File: config.mk
export PLATFORM = sky130hd
export DESIGN_NAME = png_unf_predict
export DESIGN_NICKNAME = d
export VERILOG_FILES = /design/src/design/png_unf_pkg.sv /design/src/design/png_unf_predict.sv
export SDC_FILE = /design/constraint.sdc
export NUM_CORES = 1
export LEC_CHECK = 0
export BUFFER_PORTS_ARGS = -buffer_cell sky130_fd_sc_hd__buf_4
export CORE_UTILIZATION = 55
export DETAILED_ROUTE_END_ITERATION = 10
export GPL_ROUTABILITY_DRIVEN = 1
export PLACE_DENSITY = 0.75
export SLEW_MARGIN = 40
export SYNTH_ARGS = -nofsm -noshare
export SYNTH_HDL_FRONTEND = slang
export SYNTH_SLANG_ARGS = --single-unit
File: constraint.sdc
create_clock -name vclk -period 16.5
set_input_delay 1.65 -clock vclk [all_inputs]
set_output_delay 1.65 -clock vclk [all_outputs]
set_load 0.02 [all_outputs]
File: src/design/png_unf_pkg.sv
// ----------------------------------------------------------------------------
// png_unf_pkg
// Shared types and codes for the PNG scanline unfilter block.
// ----------------------------------------------------------------------------
`default_nettype none

package png_unf_pkg;

  localparam int CFG_INDEX_W = 2;
  localparam int CFG_DATA_W  = 16;

  // configuration register indexes
  localparam logic [CFG_INDEX_W-1:0] CFG_ROW_LENGTH  = 2'd0;
  localparam logic [CFG_INDEX_W-1:0] CFG_PIXEL_BYTES = 2'd1;
  localparam logic [CFG_INDEX_W-1:0] CFG_ROW_COUNT   = 2'd2;

  typedef logic [2:0] filter_t;

  localparam filter_t FILTER_NONE  = 3'd0;
  localparam filter_t FILTER_SUB   = 3'd1;
  localparam filter_t FILTER_UP    = 3'd2;
  localparam filter_t FILTER_AVG   = 3'd3;
  localparam filter_t FILTER_PAETH = 3'd4;

  typedef struct packed {
    logic [7:0] left;
    logic [7:0] up;
    logic [7:0] upleft;
  } neighbours_t;

endpackage

`default_nettype wire

File: src/design/png_unf_predict.sv
// ----------------------------------------------------------------------------
// png_unf_predict
// Filter predictor: none, sub, up, average and paeth from the three neighbours.
// ----------------------------------------------------------------------------
`default_nettype none

module png_unf_predict
  import png_unf_pkg::*;
(
  input  filter_t     kind,
  input  neighbours_t nb,
  output logic [7:0]  pred
);

  logic [8:0] avg_sum;
  logic [7:0] dist_a;
  logic [7:0] dist_b;
  logic [9:0] sum_ab;
  logic [9:0] twice_c;
  logic [9:0] dist_c;
  logic [7:0] paeth;

  always_comb begin
    avg_sum = {1'b0, nb.left} + {1'b0, nb.up};
    // |p - a| = |b - c|, |p - b| = |a - c|, |p - c| = |a + b - 2c|
    dist_a  = (nb.up >= nb.upleft) ? nb.up - nb.upleft : nb.upleft - nb.up;
    dist_b  = (nb.left >= nb.upleft) ? nb.left - nb.upleft : nb.upleft - nb.left;
    sum_ab  = {2'b00, nb.left} + {2'b00, nb.up};
    twice_c = {1'b0, nb.upleft, 1'b0};
    dist_c  = (sum_ab >= twice_c) ? sum_ab - twice_c : twice_c - sum_ab;
    if (dist_a <= dist_b && {2'b00, dist_a} <= dist_c) begin
      paeth = nb.left;
    end else if ({2'b00, dist_b} <= dist_c) begin
      paeth = nb.up;
    end else begin
      paeth = nb.upleft;
    end
  end

  always_comb begin
    case (kind)
      FILTER_NONE:  pred = 8'd0;
      FILTER_SUB:   pred = nb.left;
      FILTER_UP:    pred = nb.up;
      FILTER_AVG:   pred = avg_sum[8:1];
      FILTER_PAETH: pred = paeth;
      default:      pred = 8'd0;
    endcase
  end

endmodule

`default_nettype wire

# == Word-level counts from Yosys, hierarchy flattened ==
# Index checks and enable logic that the tools add are counted.
# word_totals
ff_bits,0
inputBits,27
wordCells,25
out_inout_bits,8
# op_classes
add_sub_neg,8
n_eq_ne,4
mux,6
order_cmp,6
n_reduce_logical,1
# ops
cell,n
2-to-1 mux 8 bit,4
one-hot mux 8 bit (4 select lines),1
subtractor 8 bit,4
<= comparator 8 x 10 -> 1 bit,2
subtractor 9 x 9 -> 10 bit,2
adder 8 x 8 -> 9 bit,2
>= comparator 8 bit,2
2-to-1 mux 10 bit,1
>= comparator 9 bit,1
<= comparator 8 bit,1
equality test 3 x 2 -> 1 bit (second input constant),2
equality test 3 x 1 -> 1 bit (second input constant),1
equality test 3 bit (second input constant),1
logical AND 1 bit,1

# == Longest topological paths before layout ==
# logic_depth
word_depth,7
mapped_depth,27
ltp_nobuf,26

# == Worst setup path after synthesis ==
# No wires, ideal clock.
# synth_path
kind,input port to output port
start,input nb[8] (netlist name)
end,output pred[6]
required_time_ns,14.850
arrival_ns,6.779
path_stages,27
path_slack_ns,8.071
cell_sequence,ha_1 -> fa_1 -> a21o_1 -> a21oi_1 -> o21bai_1 -> a21oi_1 -> xnor2_1 -> ha_1 -> buf_4 -> nand4_1 -> nand4_1 -> a21oi_1 -> nor2_1 -> clkbuf_1 -> nor3b_1 -> a21oi_1 -> xnor2_1 -> ha_1 -> nand3_1 -> a21oi_1 -> a211o_1 -> o2111a_1 -> a311o_1 -> o31ai_2 -> a211o_1 -> nand2_1 -> o221ai_1
# synth_via
elab_chain_cells,7
elab_cells_between_ends,17
classes_between,6 x add/sub; 5 x order compare; 5 x mux; 1 x reduce/logical
# synth_lines
element,line,text
start: declaration,png_unf_predict.sv:11,"input neighbours_t nb,"
adder 8 x 8 -> 9 bit,"png_unf_predict.sv:24, png_unf_predict.sv:28",
subtractor 9 x 9 -> 10 bit or >= comparator 9 bit (tied branches),png_unf_predict.sv:30,dist_c = (sum_ab >= twice_c) ? sum_ab - twice_c : twice_c - sum_ab;
2-to-1 mux 10 bit,png_unf_predict.sv:30,
<= comparator 8 x 10 -> 1 bit (on tied branches),"png_unf_predict.sv:33, png_unf_predict.sv:31",
2-to-1 mux 8 bit or logical AND 1 bit (tied branches),"png_unf_predict.sv:33, png_unf_predict.sv:31",
2-to-1 mux 8 bit,png_unf_predict.sv:31,"if (dist_a <= dist_b && {2'b00, dist_a} <= dist_c) begin"
one-hot mux 8 bit (4 select lines) (*),png_unf_predict.sv:41,case (kind)
end: declaration,png_unf_predict.sv:12,output logic [7:0] pred
# Mark *: on every way between the ends. The rest lies on a longest branch, timed or not.

# == Final worst setup path ==
# Ends and elaborated chain as after synthesis.

==> flow_summary.json <==
{
  "nature_of_the_critical_path_startpoint": "input port",
  "synthesis.nets": 556,
  "multiInputGateArea_um2": 3140,
  "yosys.area_share.simple_pct": 15.3,
  "status": "completed",
  "p_leak_nw": 1.84,
  "grt-ovfl-total": 0,
  "final_nets": 579,
  "critPathMostFrequentCell": "a21oi_1",
  "dpl_cell_area_um2": 3700,
  "synth-compound-area-share_pct": 30.8,
  "pwr_density_cell_nw_per_um2": 89.4,
  "yosysSeqAreaShare_pct": 0,
  "post_synth_main_area_contributors": "ha_1, inv_1, a21oi_1",
  "post-synth-top-count-cell": "ha_1",
  "fillerInstances": 585,
  "finalInstanceArea_um2": 3710,
  "timing.max_slew.rel_slack_pct": 49.9,
  "synth_largest_type_area_fraction_pct": 27.5,
  "cts_hold_buffers": 0,
  "rsz0062_at_grt": "false",
  "num_vias": 3437,
  "core_area_um2": 5960,
  "cts_post_setup_buffers_inserted": 0,
  "post-route-util_pct": 62.2,
  "synthDistinctLibCells": 67,
  "max_transition_viols_final": 0,
  "synth_largest_area_cell": "ha_1",
  "portBuffers": 35,
  "ys_top_cells_by_count": "ha_1, inv_1, a21oi_1",
  "design.portCount": 35,
  "timing.final.hold_violations": 0,
  "count_of_antenna_diodes_in_the_layout": 0,
  "final.setup.tns_ns": 0,
  "crit_path_max_incr_delay_ns": 0.49,
  "die_width_um": 80.8,
  "routedWlPerCell_um": 18.1,
  "worstHoldEndpoint": "pred[3]",
  "final-setup-viol-count": 0,
  "drc": 0,
  "post_synth_fa_ha_maj_area_fraction_pct": 31.6,
  "layout.clock_buffers": 0,
  "power.total_uw": 331,
  "synth.avg_cell_area_um2": 7.63,
  "worst-endpoint-required_ns": 14.85,
  "vdd.ir_drop.worst_v": 0.0000459,
  "post_cts_resized": 0,
  "number_of_global_route_vias_before_repair": 3268,
  "setup.worst_path.class": "in -> out",
  "per_cell_via_count_in_the_routed_design": 6.33,
  "final_layout_size_suffix_gt1_share_pct": 13.9,
  "drt-initial-drc-count": 118,
  "die_h_um": 80.8,
  "starting_density_of_the_core_pct": 57.3,
  "global_route.usage.total_pct": 30.5,
  "number_of_maximum_capacitance_violations": 0,
  "maxClockFrequency_ghz": 0.107,
  "first_pass_grt_wire_length_mm": 15.5,
  "tightest_slew_ns": 0.750,
  "flops_and_latches": 0,
  "period_share_pct": 56.9,
  "crit_slowest_cell": "o21ai_2",
  "wl_mm": 9.82,
  "area_delta_synth_final_pct": 8.62,
  "grt_max_degree": 19,
  "dp.final_hpwl_mm": 8.22,
  "post_synth_xor_area_fraction_pct": 6.16,
  "kind_of_path_behind_the_tightest_hold_check": "in -> out",
  "final-seq-area_um2": 0,
  "hold_path_start": "nb[19]",
  "drtPass1Iterations": 4,
  "place.gp.congestion": 0.926,
  "placedCellCount": 543,
  "worst-endpoint-arrival_ns": 7.73,
  "yosys_warnings": 0,
  "syn-cell-area_um2": 3410,
  "timing.hold.worst_path_depth": 4,
  "synth_cells": 447,
  "yosys-mux-area-fraction_pct": 7.92,
  "num_rows": 28,
  "maximum_fanout_count_along_the_critical_path": 13,
  "die_area_um2": 6520,
  "period_minus_slack_ns": 9.38,
  "dominant_combinational_cell_family_by_area_after_synthesis": "adder cells",
  "grt_antenna_before_repair": 0,
  "finish.cell_count_without_fillers": 543,
  "timing.critical_path.to_type": "output pin",
  "post_detailed_route_count_of_antenna_violating_nets": 0
}
[per-layer routing]
metal / global-route usage (%) / vias to the layer above / part of all wire (%)
met4: 9.46 / 0 / 1.9
met3: 2.36 / 18 / 5.0
met1: 39.8 / 1609 / 45
met2: 53.2 / 124 / 48
met5: 0 / - / 0
li1: - / 1686 / -
[area by class of cell]
cell class                      count  share of cell area [%]
Tap cell                           75                    2.53
Timing Repair Buffer               35                    7.09
Inverter                           57                    5.77
Multi-Input combinational cell    376                    84.6
[worst max-delay path, delay by kind of cell]
kind / cells / cell delay (ns)
AO/OA/AOI/OAI: 14 / 3.01
adder cells (fa/ha/maj): 4 / 1.38
AND/OR/NAND/NOR: 5 / 1.01
XOR/XNOR: 2 / 0.35
buffers and inverters: 2 / 0.32
[kinds of logic after synthesis]
family,Yosys count
AOI/OAI and AO/OA,145
and+or+nand+nor,99
adders and majority gates,82
buffers and inverters,71
muxes,26
xor gates and xnor gates,24
[report_power, final]
part           leakage, nW  internal (mW)  switching, mW
Clock                    0              0              0
Combinational         1.84          0.136          0.195
Sequential               0              0              0
Total                 1.84          0.136          0.195
[placed cells by master (no fill, tap or decap), types with 8 or more instances in the layout]
cell type	Yosys	routed
nand3_1	17	17
o221ai_1	9	9
buf_4	2	35
nand2_1	22	22
nor2_1	14	13
inv_1	57	57
mux2i_1	18	18
xnor2_1	19	19
a21oi_1	36	36
a22oi_1	8	8
o21ai_0	20	20
ha_1	75	75
a21o_1	10	10
[stage by stage]
| stage | setup slack [ns] | hold slack [ns] |
|---|---|---|
| 6_report | 7.12 | 3.67 |
| 5_1_grt | 6.72 | 3.69 |
| 4_1_cts | 6.95 | 3.67 |
| 3_5_place_dp | 6.97 | 3.67 |
| 3_3_place_gp | 7.16 | 3.67 |
| 2_1_floorplan | 8.07 | 3.48 |
[worst max-delay path by stage]
stage | slack, ns | depth (start not counted) | startpoint | to
6_report | 7.12 | 27 | nb[8] | pred[6]
3_3_place_gp | 7.16 | 25 | nb[8] | pred[6]
4_1_cts | 6.95 | 25 | nb[8] | pred[6]
2_1_floorplan | 8.07 | 27 | nb[8] | pred[6]
3_5_place_dp | 6.97 | 27 | nb[8] | pred[6]
5_1_grt | 6.72 | 27 | nb[9] | pred[6]
Power figures use the tool's default switching activity.
